`config.mk`:
```
export PLATFORM = sky130hd
export DESIGN_NAME = archive_member_chain_parser
export DESIGN_NICKNAME = d
export VERILOG_FILES = /design/src/rtl/acmcp_pkg.sv /design/src/rtl/acmcp_outq.sv /design/src/rtl/archive_member_chain_parser.sv
export SDC_FILE = /design/constraint.sdc
export NUM_CORES = 2
export LEC_CHECK = 0
export BUFFER_PORTS_ARGS = -buffer_cell sky130_fd_sc_hd__buf_2
export CORE_MARGIN = 2
export CORE_UTILIZATION = 55
export DETAILED_ROUTE_END_ITERATION = 10
export PLACE_DENSITY_LB_ADDON = 0.15
export RECOVER_POWER = 100
export SLEW_MARGIN = 5
export SYNTH_ARGS = -nofsm -noshare
export SYNTH_HDL_FRONTEND = slang
export SYNTH_SLANG_ARGS = --single-unit
```
`constraint.sdc`:
```
create_clock -name clk -period 8.4 [get_ports clk]
set_input_delay 0.84 -clock clk [delete_from_list [all_inputs] [get_ports clk]]
set_output_delay 0.84 -clock clk [all_outputs]
set_load 0.005 [all_outputs]
```
`src/rtl/acmcp_pkg.sv`:
```
`default_nettype none

package acmcp_pkg;

    localparam logic [31:0] ARC_MAGIC      = 32'h8c13_5d65;
    localparam logic [31:0] FMT_GEN1       = 32'h0001_0108;
    localparam logic [31:0] FMT_GEN3       = 32'h0003_0108;
    localparam logic [7:0]  ARC_HDR_LEN    = 8'd13;
    localparam logic [32:0] ARC_HDR_START  = 33'd13;
    localparam logic [7:0]  MAGIC_LAST     = 8'd4;
    localparam logic [7:0]  FORMAT_LAST    = 8'd8;
    localparam logic [7:0]  VARIANT_POS    = 8'd9;
    localparam logic [7:0]  MH_FLAG_POS    = 8'd0;
    localparam logic [7:0]  MH_SIZE_LAST   = 8'd4;
    localparam logic [7:0]  MH_LINK_LAST   = 8'd8;
    localparam logic [7:0]  MH_DATE_FIRST  = 8'd9;
    localparam logic [7:0]  MH_DATE_LAST   = 8'd12;
    localparam logic [7:0]  MHDR_GEN1_LAST = 8'd11;
    localparam logic [7:0]  MHDR_GEN3_LAST = 8'd15;
    localparam logic [7:0]  NAME_MIN       = 8'h20;
    localparam logic [7:0]  VARIANT_ONE    = 8'd1;
    localparam logic [7:0]  VARIANT_TWO    = 8'd2;
    localparam logic [12:0] MAX_MEMBERS    = 13'd4096;

    localparam int OUTQ_DEPTH = 4;
    localparam int OUTQ_PTR_W = $clog2(OUTQ_DEPTH);

    typedef enum logic [2:0] {
        PH_ARC,
        PH_MHDR,
        PH_NAME,
        PH_SEP,
        PH_PAY,
        PH_DONE,
        PH_ERR
    } phase_t;

    typedef enum logic [2:0] {
        ST_OK         = 3'd0,
        ST_BAD_ARC    = 3'd1,
        ST_BAD_MEMBER = 3'd2,
        ST_CHAIN      = 3'd3,
        ST_TRUNCATED  = 3'd4,
        ST_TRAILING   = 3'd5,
        ST_TOO_MANY   = 3'd6
    } status_t;

    typedef struct packed {
        logic        kind;
        status_t     status;
        logic [12:0] member_index;
        logic [32:0] hdr_offset;
        logic [32:0] pay_offset;
        logic [30:0] pay_size;
        logic [7:0]  member_flags;
        logic [7:0]  name_bytes;
        logic [15:0] stamp_date;
        logic [15:0] stamp_time;
        logic        gen_three;
        logic [1:0]  variant;
    } result_t;

    typedef struct packed {
        logic rec_valid;
        logic fin_valid;
    } push_t;

endpackage

`default_nettype wire

```
`src/rtl/acmcp_outq.sv`:
```
`default_nettype none

module acmcp_outq import acmcp_pkg::*; (
    input  wire logic    clk,
    input  wire logic    rst_n,
    input  wire push_t   push,
    input  wire result_t rec,
    input  wire result_t fin,
    output logic         space_two,
    output logic         out_valid,
    input  wire logic    out_ready,
    output result_t      head
);

    localparam int CNT_W = OUTQ_PTR_W + 1;

    result_t               slot_reg [OUTQ_DEPTH];
    logic [OUTQ_PTR_W-1:0] wr_reg;
    logic [OUTQ_PTR_W-1:0] wr_next;
    logic [OUTQ_PTR_W-1:0] rd_reg;
    logic [OUTQ_PTR_W-1:0] rd_next;
    logic [CNT_W-1:0]      count_reg;
    logic [CNT_W-1:0]      count_next;
    logic [CNT_W-1:0]      push_n;
    logic                  pop;

    assign push_n    = CNT_W'(push.rec_valid) + CNT_W'(push.fin_valid);
    assign pop       = out_valid && out_ready;
    assign out_valid = (count_reg != '0);
    assign head      = slot_reg[rd_reg];
    assign space_two = (count_reg <= CNT_W'(OUTQ_DEPTH - 2));

    always_comb
    begin
        wr_next    = wr_reg + OUTQ_PTR_W'(push_n);
        rd_next    = pop ? rd_reg + OUTQ_PTR_W'(1) : rd_reg;
        count_next = count_reg + push_n - CNT_W'(pop);
    end

    always_ff @(posedge clk or negedge rst_n)
    begin
        if (!rst_n)
        begin
            wr_reg    <= '0;
            rd_reg    <= '0;
            count_reg <= '0;
        end
        else
        begin
            wr_reg    <= wr_next;
            rd_reg    <= rd_next;
            count_reg <= count_next;
        end
    end

    always_ff @(posedge clk)
    begin
        if (push.rec_valid)
        begin
            slot_reg[wr_reg] <= rec;
            if (push.fin_valid)
            begin
                slot_reg[wr_reg + OUTQ_PTR_W'(1)] <= fin;
            end
        end
        else if (push.fin_valid)
        begin
            slot_reg[wr_reg] <= fin;
        end
    end

    a_count_bound: assert property (@(posedge clk) disable iff (!rst_n)
        count_reg <= CNT_W'(OUTQ_DEPTH))
        else $error("output queue count out of range");

    a_no_overflow: assert property (@(posedge clk) disable iff (!rst_n)
        (push_n != '0) |-> ((count_reg + push_n) <= CNT_W'(OUTQ_DEPTH)))
        else $error("push into full output queue");

    a_pop_only: assert property (@(posedge clk) disable iff (!rst_n)
        (pop && push_n == '0) |=> (count_reg == $past(count_reg) - CNT_W'(1)))
        else $error("output queue count did not drop on transfer");

endmodule

`default_nettype wire

```
`src/rtl/archive_member_chain_parser.sv`:
```
`default_nettype none
// path: a result passes the input register, then the output queue, before it is valid at the
// outputs and can be transferred; a full output queue holds the byte in the input register
// throughput: one byte per cycle; input stalls while more than two results wait in the
// 4-entry output queue, a byte can give both a member record and the final status
// reset: rst_n asynchronous active low, parser returns to archive header phase, base_offset 0
// the parser also restarts by itself after each final byte

module archive_member_chain_parser import acmcp_pkg::*; (
    input  wire logic        clk,
    input  wire logic        rst_n,
    input  wire logic        cfg_write,
    input  wire logic [31:0] cfg_wdata,
    input  wire logic        in_valid,
    output logic             in_ready,
    input  wire logic [7:0]  data_byte,
    input  wire logic        is_final,
    output logic             out_valid,
    input  wire logic        out_ready,
    output logic             kind,
    output logic [2:0]       status,
    output logic [12:0]      member_index,
    output logic [32:0]      hdr_offset,
    output logic [32:0]      pay_offset,
    output logic [30:0]      pay_size,
    output logic [7:0]       member_flags,
    output logic [7:0]       name_bytes,
    output logic [15:0]      stamp_date,
    output logic [15:0]      stamp_time,
    output logic             gen_three,
    output logic [1:0]       variant
);

    logic [31:0] base_reg;
    logic        in_valid_reg;
    logic [7:0]  byte_reg;
    logic        final_reg;

    phase_t      phase_reg,  phase_next;
    status_t     err_reg,    err_next;
    logic [7:0]  fc_reg,     fc_next;
    logic [32:0] pos_reg,    pos_next;
    logic [31:0] asm_reg,    asm_next;
    logic [30:0] size_reg,   size_next;
    logic [30:0] link_reg,   link_next;
    logic [30:0] left_reg,   left_next;
    logic [32:0] hstart_reg, hstart_next;
    logic [32:0] dstart_reg, dstart_next;
    logic [7:0]  flag_reg,   flag_next;
    logic [7:0]  len_reg,    len_next;
    logic [31:0] dt_reg,     dt_next;
    logic        gen_reg,    gen_next;
    logic [1:0]  var_reg,    var_next;
    logic [12:0] total_reg,  total_next;

    logic        proceed;
    logic        space_two;
    push_t       push;
    result_t     rec;
    result_t     fin;
    result_t     head;

    assign proceed  = in_valid_reg && space_two;
    assign in_ready = !in_valid_reg || proceed;

    always_ff @(posedge clk or negedge rst_n)
    begin
        if (!rst_n)
        begin
            base_reg     <= '0;
            in_valid_reg <= 1'b0;
        end
        else
        begin
            if (cfg_write)
            begin
                base_reg <= cfg_wdata;
            end
            if (in_ready)
            begin
                in_valid_reg <= in_valid;
            end
        end
    end

    always_ff @(posedge clk)
    begin
        if (in_ready && in_valid)
        begin
            byte_reg  <= data_byte;
            final_reg <= is_final;
        end
    end

    // one byte step
    always_comb
    begin
        logic [32:0] pos_inc;
        logic [31:0] asm_shift;
        logic [7:0]  fc_inc;
        logic [7:0]  hlast;
        logic [32:0] data_rel;
        logic        arc_fail;
        logic        member_fail;
        logic        finish;
        status_t     fin_status;

        pos_inc     = pos_reg + 33'd1;
        asm_shift   = {byte_reg, asm_reg[31:8]};
        fc_inc      = fc_reg + 8'd1;
        hlast       = gen_reg ? MHDR_GEN3_LAST : MHDR_GEN1_LAST;
        data_rel    = (phase_reg == PH_SEP) ? pos_inc : dstart_reg;
        arc_fail    = 1'b0;
        member_fail = 1'b0;
        finish      = 1'b0;
        fin_status  = ST_TRUNCATED;

        phase_next  = phase_reg;
        err_next    = err_reg;
        fc_next     = fc_reg;
        pos_next    = pos_inc;
        asm_next    = asm_reg;
        size_next   = size_reg;
        link_next   = link_reg;
        left_next   = left_reg;
        hstart_next = hstart_reg;
        dstart_next = dstart_reg;
        flag_next   = flag_reg;
        len_next    = len_reg;
        dt_next     = dt_reg;
        gen_next    = gen_reg;
        var_next    = var_reg;
        total_next  = total_reg;
        push        = '0;

        case (phase_reg)
            PH_ARC:
            begin
                asm_next = asm_shift;
                fc_next  = fc_inc;
                if (fc_inc == MAGIC_LAST && asm_shift != ARC_MAGIC)
                begin
                    arc_fail = 1'b1;
                end
                else if (fc_inc == FORMAT_LAST)
                begin
                    if (asm_shift == FMT_GEN1)
                        gen_next = 1'b0;
                    else if (asm_shift == FMT_GEN3)
                        gen_next = 1'b1;
                    else
                        arc_fail = 1'b1;
                end
                else if (fc_inc == VARIANT_POS)
                begin
                    if (byte_reg == VARIANT_ONE || byte_reg == VARIANT_TWO)
                        var_next = byte_reg[1:0];
                    else
                        arc_fail = 1'b1;
                end
                else if (fc_inc == ARC_HDR_LEN)
                begin
                    if (asm_shift != '0)
                    begin
                        arc_fail = 1'b1;
                    end
                    else
                    begin
                        phase_next  = PH_MHDR;
                        fc_next     = '0;
                        hstart_next = ARC_HDR_START;
                        dt_next     = '0;
                    end
                end
                if (arc_fail)
                begin
                    gen_next   = 1'b0;
                    var_next   = '0;
                    phase_next = PH_ERR;
                    err_next   = ST_BAD_ARC;
                end
            end
            PH_MHDR:
            begin
                fc_next  = fc_inc;
                asm_next = asm_shift;
                if (fc_reg == MH_FLAG_POS)
                begin
                    flag_next = byte_reg;
                end
                else if (fc_reg == MH_SIZE_LAST)
                begin
                    if (asm_shift[31])
                        member_fail = 1'b1;
                    else
                        size_next = asm_shift[30:0];
                end
                else if (fc_reg == MH_LINK_LAST)
                begin
                    if (asm_shift[31])
                        member_fail = 1'b1;
                    else
                        link_next = asm_shift[30:0];
                end
                else if (gen_reg && fc_reg >= MH_DATE_FIRST && fc_reg <= MH_DATE_LAST)
                begin
                    dt_next = {byte_reg, dt_reg[31:8]};
                end
                if (!member_fail && fc_reg == hlast)
                begin
                    if (byte_reg == '0)
                    begin
                        member_fail = 1'b1;
                    end
                    else
                    begin
                        len_next   = byte_reg;
                        phase_next = PH_NAME;
                        fc_next    = '0;
                    end
                end
            end
            PH_NAME:
            begin
                if (fc_reg == '0 && byte_reg < NAME_MIN)
                begin
                    member_fail = 1'b1;
                end
                else
                begin
                    fc_next = fc_inc;
                    if (fc_inc >= len_reg)
                        phase_next = PH_SEP;
                end
            end
            PH_SEP:
            begin
                dstart_next = pos_inc;
                if (size_reg == '0)
                begin
                    finish = 1'b1;
                end
                else
                begin
                    left_next  = size_reg;
                    phase_next = PH_PAY;
                end
            end
            PH_PAY:
            begin
                left_next = left_reg - 31'd1;
                if (left_reg == 31'd1)
                    finish = 1'b1;
            end
            default:
            begin
            end
        endcase

        if (member_fail)
        begin
            phase_next = PH_ERR;
            err_next   = ST_BAD_MEMBER;
        end

        rec.kind         = 1'b0;
        rec.status       = ST_OK;
        rec.member_index = total_reg;
        rec.hdr_offset   = {1'b0, base_reg} + hstart_reg;
        rec.pay_offset   = {1'b0, base_reg} + data_rel;
        rec.pay_size     = size_reg;
        rec.member_flags = flag_reg;
        rec.name_bytes   = len_reg;
        rec.stamp_date   = dt_reg[15:0];
        rec.stamp_time   = dt_reg[31:16];
        rec.gen_three    = gen_reg;
        rec.variant      = var_reg;

        if (finish)
        begin
            if (total_reg >= MAX_MEMBERS)
            begin
                phase_next = PH_ERR;
                err_next   = ST_TOO_MANY;
            end
            else
            begin
                push.rec_valid = 1'b1;
                total_next     = total_reg + 13'd1;
                if (link_reg == '0)
                begin
                    if (final_reg)
                    begin
                        phase_next = PH_DONE;
                    end
                    else
                    begin
                        phase_next = PH_ERR;
                        err_next   = ST_TRAILING;
                    end
                end
                else if ({2'b00, link_reg} != pos_inc)
                begin
                    phase_next = PH_ERR;
                    err_next   = ST_CHAIN;
                end
                else
                begin
                    phase_next  = PH_MHDR;
                    fc_next     = '0;
                    hstart_next = pos_inc;
                    dt_next     = '0;
                end
            end
        end

        if (phase_next == PH_ERR)
            fin_status = err_next;
        else if (phase_next == PH_DONE)
            fin_status = ST_OK;

        fin.kind         = 1'b1;
        fin.status       = fin_status;
        fin.member_index = total_next;
        fin.hdr_offset   = pos_inc;
        fin.pay_offset   = '0;
        fin.pay_size     = '0;
        fin.member_flags = '0;
        fin.name_bytes   = '0;
        fin.stamp_date   = '0;
        fin.stamp_time   = '0;
        fin.gen_three    = gen_next;
        fin.variant      = var_next;

        if (final_reg)
        begin
            push.fin_valid = 1'b1;
            phase_next     = PH_ARC;
            err_next       = ST_OK;
            fc_next        = '0;
            pos_next       = '0;
            asm_next       = '0;
            size_next      = '0;
            link_next      = '0;
            left_next      = '0;
            hstart_next    = '0;
            dstart_next    = '0;
            flag_next      = '0;
            len_next       = '0;
            dt_next        = '0;
            gen_next       = 1'b0;
            var_next       = '0;
            total_next     = '0;
        end

        if (!proceed)
            push = '0;
    end

    always_ff @(posedge clk or negedge rst_n)
    begin
        if (!rst_n)
        begin
            phase_reg  <= PH_ARC;
            err_reg    <= ST_OK;
            fc_reg     <= '0;
            pos_reg    <= '0;
            asm_reg    <= '0;
            size_reg   <= '0;
            link_reg   <= '0;
            left_reg   <= '0;
            hstart_reg <= '0;
            dstart_reg <= '0;
            flag_reg   <= '0;
            len_reg    <= '0;
            dt_reg     <= '0;
            gen_reg    <= 1'b0;
            var_reg    <= '0;
            total_reg  <= '0;
        end
        else if (proceed)
        begin
            phase_reg  <= phase_next;
            err_reg    <= err_next;
            fc_reg     <= fc_next;
            pos_reg    <= pos_next;
            asm_reg    <= asm_next;
            size_reg   <= size_next;
            link_reg   <= link_next;
            left_reg   <= left_next;
            hstart_reg <= hstart_next;
            dstart_reg <= dstart_next;
            flag_reg   <= flag_next;
            len_reg    <= len_next;
            dt_reg     <= dt_next;
            gen_reg    <= gen_next;
            var_reg    <= var_next;
            total_reg  <= total_next;
        end
    end

    acmcp_outq u_outq (
        .clk       (clk),
        .rst_n     (rst_n),
        .push      (push),
        .rec       (rec),
        .fin       (fin),
        .space_two (space_two),
        .out_valid (out_valid),
        .out_ready (out_ready),
        .head      (head)
    );

    assign kind         = head.kind;
    assign status       = head.status;
    assign member_index = head.member_index;
    assign hdr_offset   = head.hdr_offset;
    assign pay_offset   = head.pay_offset;
    assign pay_size     = head.pay_size;
    assign member_flags = head.member_flags;
    assign name_bytes   = head.name_bytes;
    assign stamp_date   = head.stamp_date;
    assign stamp_time   = head.stamp_time;
    assign gen_three    = head.gen_three;
    assign variant      = head.variant;

    a_final_restart: assert property (@(posedge clk) disable iff (!rst_n)
        (proceed && final_reg) |=> (phase_reg == PH_ARC && total_reg == '0 && pos_reg == '0))
        else $error("parser did not restart after final byte");

    a_stall_holds: assert property (@(posedge clk) disable iff (!rst_n)
        (in_valid_reg && !proceed) |=> (in_valid_reg && $stable(byte_reg)
                                        && $stable(final_reg)))
        else $error("held input byte lost while stalled");

    a_total_cap: assert property (@(posedge clk) disable iff (!rst_n)
        total_reg <= MAX_MEMBERS)
        else $error("member count above cap");

    a_variant_known: assert property (@(posedge clk) disable iff (!rst_n)
        (phase_reg != PH_ARC && !(phase_reg == PH_ERR && err_reg == ST_BAD_ARC))
        |-> (var_reg == 2'd1 || var_reg == 2'd2))
        else $error("member phase without accepted archive header");

endmodule

`default_nettype wire
```
==> impl_metrics.tcl <==
set metrics [dict create \
    synth_cell_types 94 \
    yosys.area.top_type "dfxtp_1" \
    worstPathArrival_ns 7.09 \
    die_h_um 299 \
    layout_setup_ws_ns 1.60 \
    num_antenna_cells 0 \
    vias 37500 \
    critPathLaunchType "register" \
    routed_wl_um 147000 \
    p_sw_mw 5.74 \
    synth-seq-cells 1003 \
    cts-htree-levels 3 \
    hp-class "input port to register" \
    largest_reg_flops 660 \
    p_leak_nw 20.9 \
    syn_to_final_growth_pct 11.1 \
    fmax_mhz 147 \
    cp_max_fo 66 \
    drt-pass1-iter-count 6 \
    end_kind "register" \
    antenna_found_initial 3 \
    violations "capacitance limit, slew limit" \
    finalCritPeriodShare 0.810 \
    setup_viol 0 \
    postSynthCellCount 4409 \
    final-seq-area_um2 23900 \
    p_seq_frac 0.405 \
    gp_congestion 0.939 \
    drt_iter0_markers 4316 \
    post_drt_wl_per_cell_um 25.8 \
    crit_required_ns 8.69 \
    synth_top_area_frac 0.189 \
    fin_crit_ns 6.80 \
    tritoncts "done" \
    netlist_area_um2 47800 \
    p_int_mw 10.9 \
    dp_hpwl_um 95700 \
    swShare 0.345 \
    synthTopCellsByArea "dfxtp_1, dfrtp_1, edfxtp_1" \
    dieArea_um2 89200 \
    overflow 0 \
    via_per_inst 6.58 \
    syn-num-nets 4547 \
    grt_first_pass_wirelength_um 226000 \
    cts.reportedPaths.clkPinSlew_ns 0.06 \
    finClkSkew_ns 0.0311 \
    insertion_delay_ns 0.69 \
    ys.flop_type "dfxtp_1" \
    grt_setup_unrepaired "no" \
    die_x_um 299 \
    drive_gt1_frac 0.139 \
    post-route-util 0.614 \
    postCtsHoldBufs 0 \
    status "finished with violations" \
    place_ws_ns 2.72 \
    hold_violations 0 \
    cts-root-buf "clkbuf_16" \
    maxSlewViolCount 1100 \
    power_density_nw_per_um2 314 \
    cts_buffers 106 \
    ctsResizeCount 0 \
    io_buffers 212 \
    avgSynthCellArea_um2 10.8 \
    crit_type "register to register" \
    synth_edf_count 217 \
    multi_input_area_um2 22100 \
    detail-route-antenna-nets 0 \
    drc 0 \
    setup_tns_ns 0 \
    ys_async_sr_fraction 0.333 \
    irDropWorstVdd_uv 270 \
    grtUsageTotal 0.325 \
    fill_cells 7054 \
    ctsLongestPathBuffers 3 \
    ios 213 \
    synth_warnings 0 \
    cts_setup_buffers 0 \
    placementRows 108 \
    yosysSeqAreaShare 0.501 \
    pwr-share-comb 0.292 \
    drv_cap 21 \
    core_um2 86300 \
    worst_pin_slew_ns 3.77 \
    grt_pass1_vias 36100 \
    start_util 0.553 \
    slew_headroom -1.51 \
    pwr-share-clk 0.303 \
    clock_sinks 1003 \
    layout.nets 4589 \
    grt_max_degree 156 \
]
[worst max-delay path: stages (launching register included)]
cell	delay, ns
dfrtp_1	0.62
or3b_2	0.48
buf_4	0.31
nor3_1	0.34
and3_1	0.25
o21a_1	0.13
clkbuf_1	0.74
nand2_1	0.32
inv_1	0.12
ha_1	0.29
and3_1	0.50
nor2_4	0.06
buf_4	0.40
inv_1	0.62
clkbuf_2	1.12
[placed cells by master (no fill, tap or decap), drive strengths merged, types with 89 or more instances in the layout]
master and n:
a21oi 135, a22o 482, buf 183, clkbuf 261
dfrtp 334, dfxtp 452, edfxtp 217, ha 89
mux4 165, nand2 448, nor2 161, nor2b 93
o21ai 452, o22ai 132
[layout make-up]
| cell class | count | area share |
|---|---|---|
| Clock buffer | 150 | 0.0617 |
| Sequential cell | 1003 | 0.451 |
| Clock inverter | 50 | 0.0104 |
| Inverter | 67 | 0.00474 |
| Timing Repair Buffer | 294 | 0.0285 |
| Tap cell | 1155 | 0.0272 |
| Multi-Input combinational cell | 2979 | 0.416 |
[metal layers]
layer	part of all wire	vias to the layer above	GRT usage
li1	-	16800	-
met1	0.43	18600	0.470
met2	0.45	1776	0.495
met3	0.095	275	0.0683
met4	0.030	0	0.100
met5	0	-	0
[per-stage QoR]
stage | hold slack [ns] | std cells | area (um^2) | total power [mW]
global placement | 0.428 | 5498 | 49600 | 11.6
CTS | 0.0873 | 5698 | 53500 | 16.7
floorplan | 0.418 | 4409 | 47800 | 9.72
detailed placement | 0.435 | 5498 | 49600 | 11.7
finish | 0.381 | 5698 | 53000 | 16.6
global route | 0.361 | 5698 | 53000 | 17.4
[synth_stat cells, drive strengths merged, types with 55 or more instances]
master	count
clkbuf	290
edfxtp	217
inv	66
nor2b	93
dfrtp	334
a22o	482
nor2	161
xnor2	81
nand3	59
nor3	64
a21oi	135
ha	89
dfxtp	452
mux4	165
buf	70
nor4	59
nand2	448
o21ai	452
o22ai	132
mux2	55
[cell families after synthesis]
logic type,after synthesis,synth area share
compound gates,1461,0.212
xor+xnor,126,0.0252
fa+ha+maj,92,0.0246
buf+inv,427,0.0354
flops,1003,0.501
mux,222,0.0912
simple gates,1078,0.111
[worst paths after layout]
check	start	to	slack, ns	cells past startpoint
setup / recovery	phase_reg[2]	u_outq.slot_reg[0][162]	1.60	14
hold / removal	cfg_wdata[27]	base_reg[27]	0.38	2
setup reg to reg	phase_reg[2]	u_outq.slot_reg[0][162]	1.60	14
hold reg to reg	u_outq.slot_reg[1][164]	u_outq.slot_reg[1][164]	0.45	2
max in group asynchronous	rst_n	total_reg[4]	2.22	2
min in group asynchronous	rst_n	base_reg[19]	1.37	1
[power by group through the flow]
stage | Sequential (mW) | Clock [mW] | Combinational (mW)
2_1_floorplan | 6.35 | 0 | 3.38
3_3_place_gp | 6.78 | 0 | 4.84
3_5_place_dp | 6.80 | 0 | 4.88
4_1_cts | 6.72 | 5.09 | 4.91
5_1_grt | 6.83 | 5.29 | 5.23
6_report | 6.74 | 5.05 | 4.86
No activity file was read; power rests on OpenSTA's default activity.
